### src/hdl/lps_pkg.sv
`default_nettype none

package lps_pkg;

  // Default sizes
  localparam int ROM_DEPTH_DEF     = 64;
  localparam int PATTERN_COUNT_DEF = 5;

  // Item kinds
  localparam logic OP_TICK    = 1'b0;
  localparam logic OP_COMMAND = 1'b1;

  // Remote command bytes
  localparam logic [7:0] CMD_LAMP_ONE = 8'h45;
  localparam logic [7:0] CMD_LAMP_TWO = 8'h44;
  localparam logic [7:0] CMD_BLUE_UP  = 8'h46;
  localparam logic [7:0] CMD_BLUE_DN  = 8'h40;
  localparam logic [7:0] CMD_RED_UP   = 8'h15;
  localparam logic [7:0] CMD_RED_DN   = 8'h19;
  localparam logic [7:0] CMD_GREEN_UP = 8'h18;
  localparam logic [7:0] CMD_GREEN_DN = 8'h1C;
  localparam logic [7:0] CMD_PLAY     = 8'h47;
  localparam logic [7:0] CMD_NEXT     = 8'h43;
  localparam logic [7:0] CMD_PREV     = 8'h09;

  localparam logic [7:0] LEVEL_STEP = 8'd10;

  // Lamp action: bit 1 set means apply, bit 0 is the new state
  localparam int LAMP_APPLY_BIT = 1;

  typedef struct packed {
    logic        operation;
    logic [7:0]  command_code;
    logic [11:0] speed_permille;
  } item_t;

  typedef struct packed {
    logic [7:0]  red_level;
    logic [7:0]  green_level;
    logic [7:0]  blue_level;
    logic        lamp_one;
    logic        lamp_two;
    logic [10:0] tone_hz;
    logic        tone_active;
    logic        playing;
    logic [2:0]  pattern_number;
    logic [4:0]  step_number;
    logic        unknown_command;
  } result_t;

  // One step of a pattern
  typedef struct packed {
    logic [7:0]  red;
    logic [7:0]  green;
    logic [7:0]  blue;
    logic        tone_set;
    logic [10:0] tone_hz;
    logic [1:0]  lamp_one_act;
    logic [1:0]  lamp_two_act;
    logic [8:0]  dur_ms;
  } step_t;

  function automatic step_t mk(input int r, input int g, input int b, input int t,
                               input int hz, input int a1, input int a2, input int d);
    step_t s;
    s.red          = 8'(r);
    s.green        = 8'(g);
    s.blue         = 8'(b);
    s.tone_set     = 1'(t);
    s.tone_hz      = 11'(hz);
    s.lamp_one_act = 2'(a1);
    s.lamp_two_act = 2'(a2);
    s.dur_ms       = 9'(d);
    return s;
  endfunction

  // Pattern step table; entries past the end read as black with no actions
  function automatic step_t step_rom(input logic [7:0] idx);
    step_t s;
    s = '0;
    case (idx)
      // colour circle
      8'd0:  s = mk(255,   0,   0, 1, 0, 0, 0, 80);
      8'd1:  s = mk(255,  64,   0, 1, 0, 0, 0, 80);
      8'd2:  s = mk(255, 128,   0, 1, 0, 0, 0, 80);
      8'd3:  s = mk(255, 192,   0, 1, 0, 0, 0, 80);
      8'd4:  s = mk(255, 255,   0, 1, 0, 0, 0, 80);
      8'd5:  s = mk(192, 255,   0, 1, 0, 0, 0, 80);
      8'd6:  s = mk(128, 255,   0, 1, 0, 0, 0, 80);
      8'd7:  s = mk( 64, 255,   0, 1, 0, 0, 0, 80);
      8'd8:  s = mk(  0, 255,   0, 1, 0, 0, 0, 80);
      8'd9:  s = mk(  0, 255,  64, 1, 0, 0, 0, 80);
      8'd10: s = mk(  0, 255, 128, 1, 0, 0, 0, 80);
      8'd11: s = mk(  0, 255, 192, 1, 0, 0, 0, 80);
      8'd12: s = mk(  0, 255, 255, 1, 0, 0, 0, 80);
      8'd13: s = mk(  0, 192, 255, 1, 0, 0, 0, 80);
      8'd14: s = mk(  0, 128, 255, 1, 0, 0, 0, 80);
      8'd15: s = mk(  0,  64, 255, 1, 0, 0, 0, 80);
      8'd16: s = mk(  0,   0, 255, 1, 0, 0, 0, 80);
      8'd17: s = mk( 64,   0, 255, 1, 0, 0, 0, 80);
      8'd18: s = mk(128,   0, 255, 1, 0, 0, 0, 80);
      8'd19: s = mk(192,   0, 255, 1, 0, 0, 0, 80);
      8'd20: s = mk(255,   0, 255, 1, 0, 0, 0, 80);
      8'd21: s = mk(255,   0, 192, 1, 0, 0, 0, 80);
      8'd22: s = mk(255,   0, 128, 1, 0, 0, 0, 80);
      8'd23: s = mk(255,   0,  64, 1, 0, 0, 0, 80);
      8'd24: s = mk(255,   0,   0, 1, 0, 0, 0, 80);
      // police
      8'd25: s = mk(255,   0,   0, 1,  800, 3, 0, 200);
      8'd26: s = mk(  0,   0,   0, 0,    0, 0, 0, 100);
      8'd27: s = mk(255,   0,   0, 1,  800, 3, 0, 200);
      8'd28: s = mk(  0,   0,   0, 1,    0, 0, 0, 300);
      8'd29: s = mk(  0,   0, 255, 1,  600, 0, 3, 200);
      8'd30: s = mk(  0,   0,   0, 0,    0, 0, 0, 100);
      8'd31: s = mk(  0,   0, 255, 1,  600, 0, 3, 200);
      8'd32: s = mk(  0,   0,   0, 1,    0, 0, 0, 300);
      // fire
      8'd33: s = mk(255,  80,   0, 0, 0, 0, 0, 120);
      8'd34: s = mk(255, 120,  10, 0, 0, 0, 0, 100);
      8'd35: s = mk(255,  60,   0, 0, 0, 0, 0, 150);
      8'd36: s = mk(255, 100,  20, 0, 0, 0, 0,  80);
      8'd37: s = mk(255,  40,   0, 0, 0, 0, 0, 200);
      8'd38: s = mk(255, 150,  30, 0, 0, 0, 0,  90);
      8'd39: s = mk(255,  70,   5, 0, 0, 0, 0, 110);
      8'd40: s = mk(255, 110,  15, 0, 0, 0, 0, 130);
      // ocean
      8'd41: s = mk(  0,  50, 100, 0, 0, 0, 0, 300);
      8'd42: s = mk(  0,  80, 150, 0, 0, 0, 0, 250);
      8'd43: s = mk(  0, 120, 200, 0, 0, 0, 0, 200);
      8'd44: s = mk(  0, 150, 255, 0, 0, 0, 0, 150);
      8'd45: s = mk( 20, 180, 255, 0, 0, 0, 0, 100);
      8'd46: s = mk(  0, 150, 255, 0, 0, 0, 0, 150);
      8'd47: s = mk(  0, 120, 200, 0, 0, 0, 0, 200);
      8'd48: s = mk(  0,  80, 150, 0, 0, 0, 0, 250);
      8'd49: s = mk(  0,  50, 100, 0, 0, 0, 0, 300);
      // disco
      8'd50: s = mk(255,   0,   0, 1, 1000, 3, 2, 80);
      8'd51: s = mk(  0,   0,   0, 0,    0, 0, 0, 40);
      8'd52: s = mk(  0, 255,   0, 1, 1200, 2, 3, 80);
      8'd53: s = mk(  0,   0,   0, 0,    0, 0, 0, 40);
      8'd54: s = mk(  0,   0, 255, 1, 1400, 3, 2, 80);
      8'd55: s = mk(  0,   0,   0, 0,    0, 0, 0, 40);
      8'd56: s = mk(255, 255,   0, 1, 1600, 2, 3, 80);
      8'd57: s = mk(  0,   0,   0, 0,    0, 0, 0, 40);
      8'd58: s = mk(255,   0, 255, 1, 1800, 3, 3, 80);
      8'd59: s = mk(  0,   0,   0, 0,    0, 0, 0, 40);
      8'd60: s = mk(  0, 255, 255, 1, 2000, 2, 2, 80);
      8'd61: s = mk(  0,   0,   0, 0,    0, 0, 0, 40);
      default: s = '0;
    endcase
    return s;
  endfunction

  // First table entry of each pattern
  function automatic logic [7:0] pat_start(input logic [2:0] p);
    logic [7:0] v;
    case (p)
      3'd0:    v = 8'd0;
      3'd1:    v = 8'd25;
      3'd2:    v = 8'd33;
      3'd3:    v = 8'd41;
      3'd4:    v = 8'd50;
      default: v = 8'd62;
    endcase
    return v;
  endfunction

  // Step count of each pattern; unused slots are empty
  function automatic logic [4:0] pat_len(input logic [2:0] p);
    logic [4:0] v;
    case (p)
      3'd0:    v = 5'd25;
      3'd1:    v = 5'd8;
      3'd2:    v = 5'd8;
      3'd3:    v = 5'd9;
      3'd4:    v = 5'd12;
      default: v = 5'd0;
    endcase
    return v;
  endfunction

  function automatic logic [7:0] sat_up(input logic [7:0] v);
    return (v > (8'd255 - LEVEL_STEP)) ? 8'd255 : v + LEVEL_STEP;
  endfunction

  function automatic logic [7:0] sat_dn(input logic [7:0] v);
    return (v < LEVEL_STEP) ? 8'd0 : v - LEVEL_STEP;
  endfunction

endpackage

`default_nettype wire

### src/hdl/lps_core.sv
`default_nettype none

// Sequencer state and its update for one transaction.
module lps_core #(
  parameter int PATTERN_COUNT = lps_pkg::PATTERN_COUNT_DEF
) (
  input  wire logic            clk,
  input  wire logic            rst,
  input  wire logic            commit,
  input  wire lps_pkg::item_t  item,
  input  wire lps_pkg::step_t  entry,
  output lps_pkg::result_t     res_next,
  output logic [2:0]           pattern_look,
  output logic [4:0]           step_look
);

  localparam logic [2:0] PAT_LAST = 3'(PATTERN_COUNT - 1);

  logic [7:0]  red, green, blue;
  logic        lamp_one, lamp_two, play, tone_on;
  logic [2:0]  pattern;
  logic [4:0]  step;
  logic [18:0] accum;
  logic [10:0] tone;

  logic [7:0]  red_next, green_next, blue_next;
  logic        lamp_one_next, lamp_two_next, play_next, tone_on_next;
  logic [2:0]  pattern_next;
  logic [4:0]  step_next;
  logic [18:0] accum_next;
  logic [10:0] tone_next;
  logic        unknown;

  logic [4:0]  len;
  logic [4:0]  step_eff;
  logic [4:0]  step_inc;
  logic [18:0] sum;
  logic [18:0] dur_full;

  // Next state for the transaction in flight
  always_comb begin
    red_next      = red;
    green_next    = green;
    blue_next     = blue;
    lamp_one_next = lamp_one;
    lamp_two_next = lamp_two;
    play_next     = play;
    tone_on_next  = tone_on;
    pattern_next  = pattern;
    step_next     = step;
    accum_next    = accum;
    tone_next     = tone;
    unknown       = 1'b0;

    len      = lps_pkg::pat_len(pattern);
    step_eff = (step >= len) ? 5'd0 : step;
    step_inc = (step_eff + 5'd1 >= len) ? 5'd0 : step_eff + 5'd1;
    sum      = accum + 19'(item.speed_permille);
    dur_full = 19'(entry.dur_ms) * 19'd1000;

    if (commit) begin
      if (item.operation == lps_pkg::OP_COMMAND) begin
        case (item.command_code)
          lps_pkg::CMD_LAMP_ONE: lamp_one_next = !lamp_one;
          lps_pkg::CMD_LAMP_TWO: lamp_two_next = !lamp_two;
          lps_pkg::CMD_BLUE_UP: begin
            play_next = 1'b0;
            blue_next = lps_pkg::sat_up(blue);
          end
          lps_pkg::CMD_BLUE_DN: begin
            play_next = 1'b0;
            blue_next = lps_pkg::sat_dn(blue);
          end
          lps_pkg::CMD_RED_UP: begin
            play_next = 1'b0;
            red_next  = lps_pkg::sat_up(red);
          end
          lps_pkg::CMD_RED_DN: begin
            play_next = 1'b0;
            red_next  = lps_pkg::sat_dn(red);
          end
          lps_pkg::CMD_GREEN_UP: begin
            play_next  = 1'b0;
            green_next = lps_pkg::sat_up(green);
          end
          lps_pkg::CMD_GREEN_DN: begin
            play_next  = 1'b0;
            green_next = lps_pkg::sat_dn(green);
          end
          lps_pkg::CMD_PLAY: begin
            play_next    = !play;
            tone_on_next = 1'b0;
            tone_next    = '0;
            if (!play) begin
              step_next  = '0;
              accum_next = '0;
            end
          end
          lps_pkg::CMD_NEXT: begin
            tone_on_next = 1'b0;
            tone_next    = '0;
            red_next     = '0;
            blue_next    = '0;
            pattern_next = (pattern >= PAT_LAST) ? 3'd0 : pattern + 3'd1;
            step_next    = '0;
          end
          lps_pkg::CMD_PREV: begin
            tone_on_next = 1'b0;
            tone_next    = '0;
            red_next     = '0;
            blue_next    = '0;
            pattern_next = (pattern == 3'd0) ? PAT_LAST : pattern - 3'd1;
            step_next    = '0;
          end
          default: unknown = 1'b1;
        endcase
      end else if (play && (len != 5'd0)) begin
        // Tick while playing: accumulate, apply the step when it expires
        step_next  = step_eff;
        accum_next = sum;
        if (sum >= dur_full) begin
          accum_next = '0;
          red_next   = entry.red;
          green_next = entry.green;
          blue_next  = entry.blue;
          if (entry.lamp_one_act[lps_pkg::LAMP_APPLY_BIT]) begin
            lamp_one_next = entry.lamp_one_act[0];
          end
          if (entry.lamp_two_act[lps_pkg::LAMP_APPLY_BIT]) begin
            lamp_two_next = entry.lamp_two_act[0];
          end
          if (entry.tone_set) begin
            tone_on_next = (entry.tone_hz != 11'd0);
            tone_next    = entry.tone_hz;
          end
          step_next = step_inc;
        end
      end
    end
  end

  assign pattern_look = pattern_next;
  assign step_look    = step_next;

  // Result as seen after this transaction
  always_comb begin
    res_next.red_level       = red_next;
    res_next.green_level     = green_next;
    res_next.blue_level      = blue_next;
    res_next.lamp_one        = lamp_one_next;
    res_next.lamp_two        = lamp_two_next;
    res_next.tone_hz         = tone_on_next ? tone_next : 11'd0;
    res_next.tone_active     = tone_on_next;
    res_next.playing         = play_next;
    res_next.pattern_number  = pattern_next;
    res_next.step_number     = step_next;
    res_next.unknown_command = unknown;
  end

  // State registers
  always_ff @(posedge clk) begin
    if (rst) begin
      red      <= '0;
      green    <= '0;
      blue     <= '0;
      lamp_one <= 1'b0;
      lamp_two <= 1'b0;
      play     <= 1'b0;
      tone_on  <= 1'b0;
      pattern  <= '0;
      step     <= '0;
      accum    <= '0;
      tone     <= '0;
    end else begin
      red      <= red_next;
      green    <= green_next;
      blue     <= blue_next;
      lamp_one <= lamp_one_next;
      lamp_two <= lamp_two_next;
      play     <= play_next;
      tone_on  <= tone_on_next;
      pattern  <= pattern_next;
      step     <= step_next;
      accum    <= accum_next;
      tone     <= tone_next;
    end
  end

endmodule

`default_nettype wire

### config.mk
export PLATFORM = sky130hd
export DESIGN_NAME = lps_core
export DESIGN_NICKNAME = d
export VERILOG_FILES = /design/src/hdl/lps_pkg.sv /design/src/hdl/lps_core.sv
export SDC_FILE = /design/constraint.sdc
export NUM_CORES = 1
export LEC_CHECK = 0
export ABC_AREA = 1
export BUFFER_PORTS_ARGS = -buffer_cell sky130_fd_sc_hd__buf_2
export CORE_MARGIN = 10
export CORE_UTILIZATION = 45
export CTS_BUF_LIST = sky130_fd_sc_hd__clkbuf_8
export CTS_CLUSTER_SIZE = 12
export DETAILED_ROUTE_END_ITERATION = 8
export PLACE_DENSITY_LB_ADDON = 0.15
export SLEW_MARGIN = 20
export SYNTH_ARGS = -nofsm -noshare
export SYNTH_HDL_FRONTEND = slang
export SYNTH_SLANG_ARGS = --single-unit
export TNS_END_PERCENT = 20
### constraint.sdc
create_clock -name clk -period 7.27 [get_ports clk]
set_input_delay 0.727 -clock clk [delete_from_list [all_inputs] [get_ports clk]]
set_output_delay 0.727 -clock clk [all_outputs]
set_load 0.1 [all_outputs]
Word level (Yosys, flattened, before mapping)
Index checks and enable logic that the tools add are counted.

cells by class
  add/subtract/negate cells = 10
  multipliers = 1
  magnitude comparators = 10
  eq/ne operators = 17
  mux-type cells = 71
  reductions and logical operators = 14

operator list
  operator                                              number
  2-to-1 mux 8 bit                                      18
  2-to-1 mux 19 bit                                     5
  2-to-1 mux 11 bit                                     7
  equality test 8 x 7 -> 1 bit, second input constant   6
  one-hot mux 8 bit (3 select lines)                    2
  2-to-1 mux 5 bit                                      7
  equality test 8 x 5 -> 1 bit, second input constant   4
  adder 8 x 4 -> 8 bit, second input constant           3
  greater-than comparator 8 bit, second input constant  3
  < comparator 8 x 4 -> 1 bit, second input constant    3
  subtractor 8 x 4 -> 8 bit, second input constant      3
  2-to-1 mux 1 bit                                      23
  one-hot mux 5 bit (4 select lines)                    1
  adder 19 x 12 -> 19 bit                               1
  >= comparator 19 bit                                  1
  multiplier 9 x 7 -> 16 bit, second input constant     1
  one-hot mux 8 bit (2 select lines)                    1
  2-to-1 mux 3 bit                                      4
  nonzero test 11 bit                                   1
  OR reduction 11 bit                                   1
  >= comparator 5 bit                                   2
  one-hot mux 5 bit (2 select lines)                    1
  equality test 8 x 4 -> 1 bit, second input constant   1
  equality test 3 x 2 -> 1 bit, second input constant   2
  other kinds (19)                                      22

storage, ports and cells
  flip-flop bits (word level) = 66
  output and inout bits = 56
  logic and storage cells = 134

Logic depth before layout (Yosys ltp)
Gate-level depths: netlist of run 1.

  word-level depth = 12
  depth in mapped cells = 30

Least setup slack after synthesis of run 1
No wires, ideal clock.

  path kind = input to output
  start = in entry[3] (netlist bit)
  end = out res_next[11] (netlist bit)
  arrival = 6.612 ns
  data required time = 6.543 ns
  path slack = -0.069 ns
  cell stages on the path = 27
  path buffers = 0
  path through = inv_1 > fa_1 > fa_1 > fa_1 > fa_1 > inv_1 > ha_1 > nand2_1 > nor4_1 > nor2_1 > o21ai_0 > a31oi_1 > xor2_1 > ha_1 > nand2_1 > a21oi_1 > nor2_1 > nand2_1 > nor2_1 > nand2_4 > nand3_4 > nand2_1 > nand2_2 > nand2_1 > nand2_2 > inv_2 > nor2_1

RTL lines
  item         line            text
  from (decl)  lps_core.sv:11  input wire lps_pkg::step_t entry,
  to (decl)    lps_core.sv:12  output lps_pkg::result_t res_next,

==> flow_metrics.tcl, run 1 <==
set metrics [dict create \
    ys_seq_elements 66 \
    drive_gt1_frac 0.128 \
    cp-startpoint "entry[2]" \
    seqCellArea_um2 1320 \
    worstMarginPinSlew_ps 1010 \
    critPathTopFamily "adder cells" \
    rrSetupSlack_ps 3220 \
    grt_pass1_vias 8255 \
    period_minus_slack_ps 6850 \
    hold_viol 0 \
    p_sw_uw 837 \
    antenna_found_initial 4 \
    powerDensity_nw_per_um2 181 \
    clock_path_buffers 2 \
    maxSlewViolCount 0 \
    ios 129 \
    startpoint_type "input port" \
    syn-cell-area_um2 8190 \
    comb_power_share 0.585 \
    grt.total_usage 0.194 \
    grt_first_pass_wirelength_um 39300 \
    yosysTopAreaCell "dfxtp_1" \
    final_cell_mix "nand2_1, inv_1, nor2_1, nand3_1, a21oi_1" \
    wl_per_cell_um 14.2 \
    p_leak_nw 5.12 \
    critical_path_class "input port to primary output" \
    outcome "complete, no violations" \
    cts_tree "built" \
    utilization 0.553 \
    fp.dieArea_um2 24000 \
    drt_iter0_drc 429 \
    vias 8462 \
    setup_viol 0 \
    nets 1612 \
    dr.pass1.iters 5 \
    fin_area_um2 9930 \
    synth-main-ff-cell "dfxtp_1" \
    critPathMaxStageDelay_ps 560 \
    start_util 0.456 \
    cts_root_buffer "clkbuf_8" \
    swShare 0.466 \
    p_int_uw 959 \
    cp_slowest_cell "fa_1" \
    area.growth.synth_to_final_pct 21.2 \
    critPathArrivalTime_ps 6120 \
    mostFrequentLayoutCell "nand2_1" \
    num_rows 49 \
    setup_ws_ps 422 \
    dpl_cell_area_um2 9630 \
    syn-instance-count 1322 \
    drc 0 \
    place_hpwl_um 18600 \
    overflow 0 \
    hold_end "tone[4]" \
    core_area_um2 18000 \
    synthTopCellsByArea "dfxtp_1, nand2_1, ha_1, inv_1, nand3_1" \
    grt_max_degree 67 \
    gp_congestion 0.920 \
    io_buffers 128 \
    fin_total_pwr_mw 1.80 \
    path_buf_inv 7 \
    seq_power_share 0.213 \
    synth-seq-area-share 0.161 \
    synth_area_per_cell_um2 6.20 \
    multiInputGateArea_um2 5890 \
    drt-total-wl_um 23600 \
    grt_setup_unrepaired "false" \
    clk_latency_ps 380 \
    clockPowerShare 0.202 \
    hold_class "flip-flop to flip-flop" \
    max_cap_violations 0 \
    synth_nets 1510 \
    slew_headroom 0.325 \
    reg2reg_depth 25 \
    dp_slack_ps 134 \
    die_h_um 155 \
    h-tree-depth 3 \
    synth_cell_types 45 \
    cp_max_fo 14 \
    required_ps 6540 \
    cts_buffers 9 \
    async_flop_share 0 \
    worstHoldPathCells 2 \
    r2r-end "step[2]" \
    synth_enable_flop_cells 0 \
    drt-vias-per-instance 5.10 \
    holdCritStartpoint "tone[4]" \
    synth_warnings 0 \
    fillers 1837 \
    die_width_um 155 \
    post-route-period-util 0.942 \
    clock_skew_ps 9.93 \
    endpoint_kind "primary output" \
    cts_sinks 66 \
    vdd_drop_max_mv 0.127 \
    crit-reg2reg-launch "pattern[0]" \
    fmax_ghz 0.146 \
    drtAntennaViolNets 0 \
    synth_top_area_frac 0.161 \
    clk_pin_slew_ps 80 \
]
## cell usage after synthesis, types with 2 or more instances
master      n
nor2_1    131
nand4_1    26
buf_4      16
nor3_1     11
or2_2       5
clkinv_1    2
clkbuf_1   15
a31oi_1     3
xnor2_1     7
fa_1       26
nand2_2     6
buf_6       2
nand2_1   352
o21ai_0    59
a21oi_1    92
nand3_1   109
dfxtp_1    66
buf_2       8
o21ai_1     2
o211ai_1    4
xor2_1     38
nor4_1      7
inv_2       4
inv_1     206
nand2_4     2
o21bai_1    2
ha_1       89
nand3b_1   13
a21o_1      3
## power groups by stage
stage	Sequential, mW	Combinational, mW	Clock (mW)
2_1_floorplan	0.386	0.765	0
3_3_place_gp	0.391	1.00	0
3_5_place_dp	0.390	1.01	0
4_1_cts	0.382	1.02	0.374
5_1_grt	0.384	1.19	0.385
6_report	0.382	1.05	0.363
## worst register-to-register path, cell delays in order, from the launching register on
cell	delay [ps]
dfxtp_1	380
inv_1	90
ha_1	250
ha_1	240
nor2_1	190
nand3_2	90
inv_2	110
ha_1	250
nand2_1	70
nor2_1	40
nand3_1	100
nand3_1	120
nor2_1	280
ha_1	280
xnor2_1	160
inv_1	70
ha_1	290
inv_1	50
o21bai_1	140
nand3_1	90
o211ai_1	80
nor2_1	60
nand2_1	120
nor2_1	70
o21ai_1	190
a21oi_1	80
## cell type report
| type | count | area share |
|---|---|---|
| antenna | 2 | 0.000504 |
| clock buffer | 9 | 0.0125 |
| clock inverter | 7 | 0.00945 |
| inverter | 212 | 0.0802 |
| multi-input combinational | 1002 | 0.594 |
| sequential | 66 | 0.133 |
| tap | 229 | 0.0289 |
| timing repair buffer | 133 | 0.142 |
## worst max-delay path by stage
stage / cells after the start / slack (ps) / end
global placement: 29 / 280 / res_next[14]
floorplan: 27 / -70 / res_next[11]
CTS: 29 / 100 / res_next[11]
detailed placement: 29 / 130 / res_next[11]
global route: 29 / 20 / res_next[40]
finish: 29 / 420 / res_next[25]
## per-layer routing
metal | global-route usage | vias up | wire, um
met5 | 0 | - | 13
met4 | 0.0522 | 2 | 282
met3 | 0.0463 | 20 | 1450
met2 | 0.312 | 202 | 10700
met1 | 0.255 | 3810 | 11200
li1 | - | 4428 | -
## state kept, by name, indices dropped and copies added (netlist names)
| register | flops |
|---|---|
| tone_on | 1 |
| pattern | 3 |
| play | 1 |
| lamp_two | 1 |
| step | 5 |
| blue | 8 |
| accum | 19 |
| tone | 11 |
| red | 8 |
| lamp_one | 1 |
| green | 8 |
## logic make-up (layout without fill, tap and decap cells)
family          after synthesis  after routing  synth area share
simple gates                669            669             0.352
buf+inv                     254            361             0.127
compound gates              173            173             0.112
fa+ha+maj                   115            115             0.199
flops                        66             66             0.161
xor+xnor                     45             45            0.0481
other cells                   0              2                 0
## through the flow
stage | TNS [ps] | cells | hold slack (ps)
5_1_grt | 0 | 1660 | 490
3_5_place_dp | 0 | 1642 | 466
4_1_cts | 0 | 1658 | 478
6_report | 0 | 1660 | 474
3_3_place_gp | 0 | 1642 | 458
2_1_floorplan | -208 | 1322 | 447
## what timing repair did
action | in CTS | in global routing
buffers inserted | 0 | 0
resized for setup | 0 | 19
hold buffers | 0 | 0
endpoints found under the setup margin | 0 | 45
(Power assumes the default switching activity.)
==> run 2: changes to the inputs <==
--- a/config.mk
+++ b/config.mk
@@ -13,6 +13,7 @@
 export CTS_CLUSTER_SIZE = 12
 export DETAILED_ROUTE_END_ITERATION = 8
 export PLACE_DENSITY_LB_ADDON = 0.15
+export REMOVE_ABC_BUFFERS = 1
 export SLEW_MARGIN = 20
 export SYNTH_ARGS = -nofsm -noshare
 export SYNTH_HDL_FRONTEND = slang
==> run 2 against run 1 <==
  * Combinational power about the same
  * Via count up 1.3%
  * Die area unchanged
  * Clock skew up 8.9 ps
  * Worst setup slack worse by 58 ps
  * Final cell count up 0.18%
  * Power up 2.0%
  * Register-to-register slack worse by 50 ps
  * First-iteration DRC count up 9.6%
  * Critical path type unchanged
  * Critical endpoint is now res_next[2]
==> flow_metrics.tcl, run 2 (synthesized netlist as in run 1, its figures left out) <==
set metrics [dict create \
    period_minus_slack_ps 6910 \
    ios 129 \
    powerDensity_nw_per_um2 184 \
    critical_path.most_common_cell "nand2_1" \
    rrSetupSlack_ps 3170 \
    clock_path_buffers 2 \
    clock_skew_ps 18.9 \
    hold_viol 0 \
    core_area_um2 18000 \
    drt_iter0_drc 470 \
    drt-total-wl_um 23500 \
    critPathMaxStageDelay_ps 570 \
    slew_headroom 0.330 \
    drive_gt1_frac 0.128 \
    overflow 0 \
    max_cap_violations 0 \
    io_buffers 128 \
    vdd_drop_max_mv 0.117 \
    dpl_cell_area_um2 9650 \
    place_hpwl_um 18500 \
    fillers 1773 \
    nets 1614 \
    outcome "complete, no violations" \
    cts_tree "built" \
    dp_slack_ps 173 \
    fin_area_um2 9960 \
    worstMarginPinSlew_ps 999 \
    fmax_ghz 0.145 \
    clk_pin_slew_ps 80 \
    grt_max_degree 67 \
    post-route-period-util 0.950 \
    clk_latency_ps 380 \
    p_leak_nw 5.14 \
    crit_end "res_next[2]" \
    post_cts_buffers 0 \
    cts_hold_buf 0 \
    grt_setup_unrepaired "true" \
    cts_root_buffer "clkbuf_8" \
    drt-vias-per-instance 5.16 \
    num_rows 49 \
    grt.total_usage 0.194 \
    grt_first_pass_wirelength_um 39100 \
    area.growth.synth_to_final_pct 21.6 \
    fin_setup_tns_ps 0 \
    setup_viol 0 \
    cts_buffers 9 \
    largest_register_ffs 19 \
    grt-busiest-layer "met2" \
    worstHoldPathCells 2 \
    critical_path_class "input port to primary output" \
    mostFrequentLayoutCell "nand2_1" \
    reg2reg_depth 22 \
    cp_max_fo 18 \
    drtAntennaViolNets 0 \
    cp-startpoint "entry[2]" \
    fin_total_pwr_mw 1.83 \
    hold_class "flip-flop to flip-flop" \
    fp.dieArea_um2 24000 \
    h-tree-depth 3 \
    top_register "accum" \
    drc 0 \
    endpoint_kind "primary output" \
    wl_per_cell_um 14.1 \
    cts_sinks 66 \
    cp_slowest_cell "fa_1" \
    grtUsageMet2 0.301 \
    critPathArrivalTime_ps 6180 \
    setup_ws_ps 364 \
    die_h_um 155 \
    r2r-end "accum[2]" \
    antenna_found_initial 5 \
    die_width_um 155 \
    maxSlewViolCount 0 \
    gp_congestion 0.928 \
    grtUsageMet1 0.253 \
    worst_hold_slack_ps 470 \
    crit-reg2reg-launch "accum[0]" \
    start_util 0.456 \
    reg_top3 "accum (19), tone (11)" \
    grt_util_met3 0.0571 \
    required_ps 6540 \
    dr.pass1.iters 5 \
    startpoint_type "input port" \
    final_cell_mix "nand2_1, inv_1, nor2_1, nand3_1, a21oi_1" \
    grt_pass1_vias 8137 \
    vias 8575 \
]
## run 2: cell count changes in the layout (fill, tap and decap cells not counted), sizes merged
| cell | change |
|---|---|
| buf | +2 |
| bufinv | +1 |
| clkbuf | +2 |
| clkinv | -1 |
| clkinvlp | -1 |
| diode | +2 |
| inv | -2 |
## run 2: worst max-delay path, delay by kind of cell
| kind | cells | cell delay, ps |
|---|---|---|
| AOI/OAI and AO/OA | 4 | 550 |
| xor gates and xnor gates | 1 | 160 |
| adders and majority gates | 6 | 2710 |
| buffers and inverters | 5 | 690 |
| and+or+nand+nor | 11 | 1310 |
## run 2: repair_timing
item,CTS,global route
resized for setup,0,16
hold endpoints to repair,0,0
setup endpoints to repair,0,48
## run 2: how the worst min path moves through the flow
stage,startpoint,endpoint,slack (ps)
final,tone[5],tone[5],470
after global routing,tone[8],tone[8],490
after CTS,accum[7],accum[7],470
after detailed placement,tone[5],tone[5],460
after global placement,tone[2],tone[2],460
after floorplan,tone[10],tone[10],440
## run 2: area by class of cell
cell class	count	area, um^2	area share
Clock inverter	4	98.8	0.00993
Sequential cell	66	1320	0.133
Timing Repair Buffer	135	1420	0.143
Clock buffer	11	151	0.0152
Antenna cell	4	10.0	0.00101
Multi-Input combinational cell	1002	5870	0.590
Inverter	212	796	0.0799
Tap cell	229	287	0.0288
## run 2: through the flow
step | cells | utilization
after global routing | 1660 | 0.554
after CTS | 1659 | 0.551
after detailed placement | 1644 | 0.537
final | 1663 | 0.554
after global placement | 1644 | 0.537
after floorplan | 1280 | -
## run 2: power breakdown
group          internal, mW  switching (mW)  total [mW]
Clock                 0.245           0.160       0.406
Sequential            0.370          0.0125       0.382
Combinational         0.389           0.655        1.04
Total                  1.00           0.828        1.83
## run 2: per-layer routing
layer  routed length [um]  share of wire  vias to the layer above
met5                   14        0.00060                        -
met1                10800           0.46                     3861
met2                10200           0.44                      233
li1                     -              -                     4440
met4                  381          0.016                        4
met3                 1980          0.085                       37
==> run 3: changes to the inputs <==
--- a/config.mk
+++ b/config.mk
@@ -7,6 +7,7 @@
 export LEC_CHECK = 0
 export ABC_AREA = 1
 export BUFFER_PORTS_ARGS = -buffer_cell sky130_fd_sc_hd__buf_2
+export CORE_ASPECT_RATIO = 0.5
 export CORE_MARGIN = 10
 export CORE_UTILIZATION = 45
 export CTS_BUF_LIST = sky130_fd_sc_hd__clkbuf_8
==> run 3 against run 2 <==
  * Fmax rose by 0.55%
  * Clock skew decreased by 5.8 ps
  * Clock-buffer cell count is 2 lower
  * Utilization is 1.5 points higher
  * Combinational power about the same
  * Die area rose by 1.4%
  * Final cell count increased by 0.36%
  * Largest cell class unchanged
==> flow_metrics.tcl, run 3 (synthesized netlist as in run 1, its figures left out) <==
set metrics [dict create \
    outcome "complete, no violations" \
    reg_top3 "accum (19), tone (11)" \
    utilization 0.570 \
    place_hpwl_um 19200 \
    drt_iter0_drc 482 \
    num_antenna_cells 0 \
    cp_slowest_cell "fa_1" \
    setup_ws_ps 402 \
    clk_pin_slew_ps 80 \
    endpoint_kind "primary output" \
    area.growth.synth_to_final_pct 22.5 \
    drt-vias-per-instance 5.15 \
    clock_skew_ps 13.1 \
    grt_first_pass_wirelength_um 40000 \
    ios 129 \
    antenna_found_initial 0 \
    critPathTopFamily "adder cells" \
    core_area_um2 17600 \
    h-tree-depth 3 \
    fillers 1774 \
    clock_path_buffers 2 \
    comb_power_share 0.574 \
    seq_power_share 0.205 \
    worstMarginPinSlew_ps 1050 \
    fp.dieArea_um2 24300 \
    drc 0 \
    slew_headroom 0.301 \
    powerDensity_nw_per_um2 186 \
    critPathArrivalTime_ps 6140 \
    cts_hold_buf 0 \
    drive_gt1_frac 0.134 \
    wl_per_cell_um 14.7 \
    swShare 0.460 \
    vias 8600 \
    top_register "accum" \
    final_cell_mix "nand2_1, inv_1, nor2_1, nand3_1, a21oi_1" \
    hold_class "flip-flop to flip-flop" \
    cts_sinks 66 \
    required_ps 6540 \
    gp_congestion 0.909 \
    max_cap_violations 0 \
    grt_pass1_vias 8539 \
    die_h_um 115 \
    cts_buffers 9 \
    num_rows 34 \
    critPathMaxStageDelay_ps 560 \
    overflow 0 \
    largest_register_ffs 19 \
    clk_latency_ps 380 \
    nets 1618 \
    critical_path_class "input port to primary output" \
    setup_viol 0 \
    drtAntennaViolNets 0 \
    critical_path.most_common_cell "fa_1" \
    cts_tree "built" \
    die_width_um 211 \
    hold_viol 0 \
    crit-reg2reg-launch "pattern[0]" \
    maxSlewViolCount 0 \
    cts_root_buffer "clkbuf_8" \
    io_buffers 128 \
    mostFrequentLayoutCell "nand2_1" \
    vdd_drop_max_mv 0.138 \
    dpl_cell_area_um2 9630 \
    worst_hold_slack_ps 474 \
    grt_max_degree 67 \
    p_leak_nw 5.19 \
    fmax_ghz 0.146 \
    fin_area_um2 10000 \
    post-route-period-util 0.945 \
    period_minus_slack_ps 6870 \
    drt-total-wl_um 24500 \
    holdCritStartpoint "tone[1]" \
    dr.pass1.iters 5 \
    dp_slack_ps 165 \
    cp-startpoint "entry[3]" \
    p_int_mw 1.01 \
    grt.total_usage 0.197 \
    cp_max_fo 12 \
    p_sw_uw 858 \
    path_buf_inv 7 \
    startpoint_type "input port" \
    clockPowerShare 0.220 \
    start_util 0.465 \
]
## run 3: power by group through the flow
stage,combinational [mW],clock [mW],sequential (mW)
after CTS,1.03,0.414,0.382
after floorplan,0.750,0,0.387
after global routing,1.22,0.428,0.384
after global placement,1.00,0,0.390
after detailed placement,1.02,0,0.391
final,1.07,0.411,0.383
## run 3: worst paths after layout
check                 endpoint  slack [ps]  cells past startpoint
setup / recovery  res_next[29]         400                     29
hold / removal         tone[1]         470                      2
setup reg to reg       step[1]        3050                     25
hold reg to reg        tone[1]         470                      2
## run 3: per-stage QoR
stage	setup TNS (ps)	power (mW)	cells
2_1_floorplan	-1870	1.14	1280
3_5_place_dp	0	1.41	1648
6_report	0	1.86	1669
3_3_place_gp	0	1.39	1648
5_1_grt	-8.35	2.04	1669
4_1_cts	0	1.83	1664
## run 3: area by class of cell
cell class	count	area, um^2	area share
inverter	212	796	0.0793
tap	234	293	0.0292
multi-input combinational	1002	5900	0.588
timing repair buffer	139	1470	0.147
sequential	66	1320	0.132
clock inverter	7	125	0.0125
clock buffer	9	124	0.0123
## run 3: routing by layer
metal / global-route usage / wire length (um)
met4: 0.0484 / 320
met3: 0.0282 / 1340
met2: 0.371 / 12100
met5: 0 / 0
met1: 0.233 / 10700
## run 3: worst reg2reg max path, delay by kind of cell (launching register included)
kind	cells	cell delay, ps
simple gates	12	1290
fa+ha+maj	5	1340
buf+inv	4	370
xor+xnor	1	200
flops	1	380
compound gates	3	520
## run 3: repair_timing
item | in CTS | in global routing
setup buffers | 0 | 3
gates resized for setup | 0 | 22
setup endpoints to repair | 0 | 48
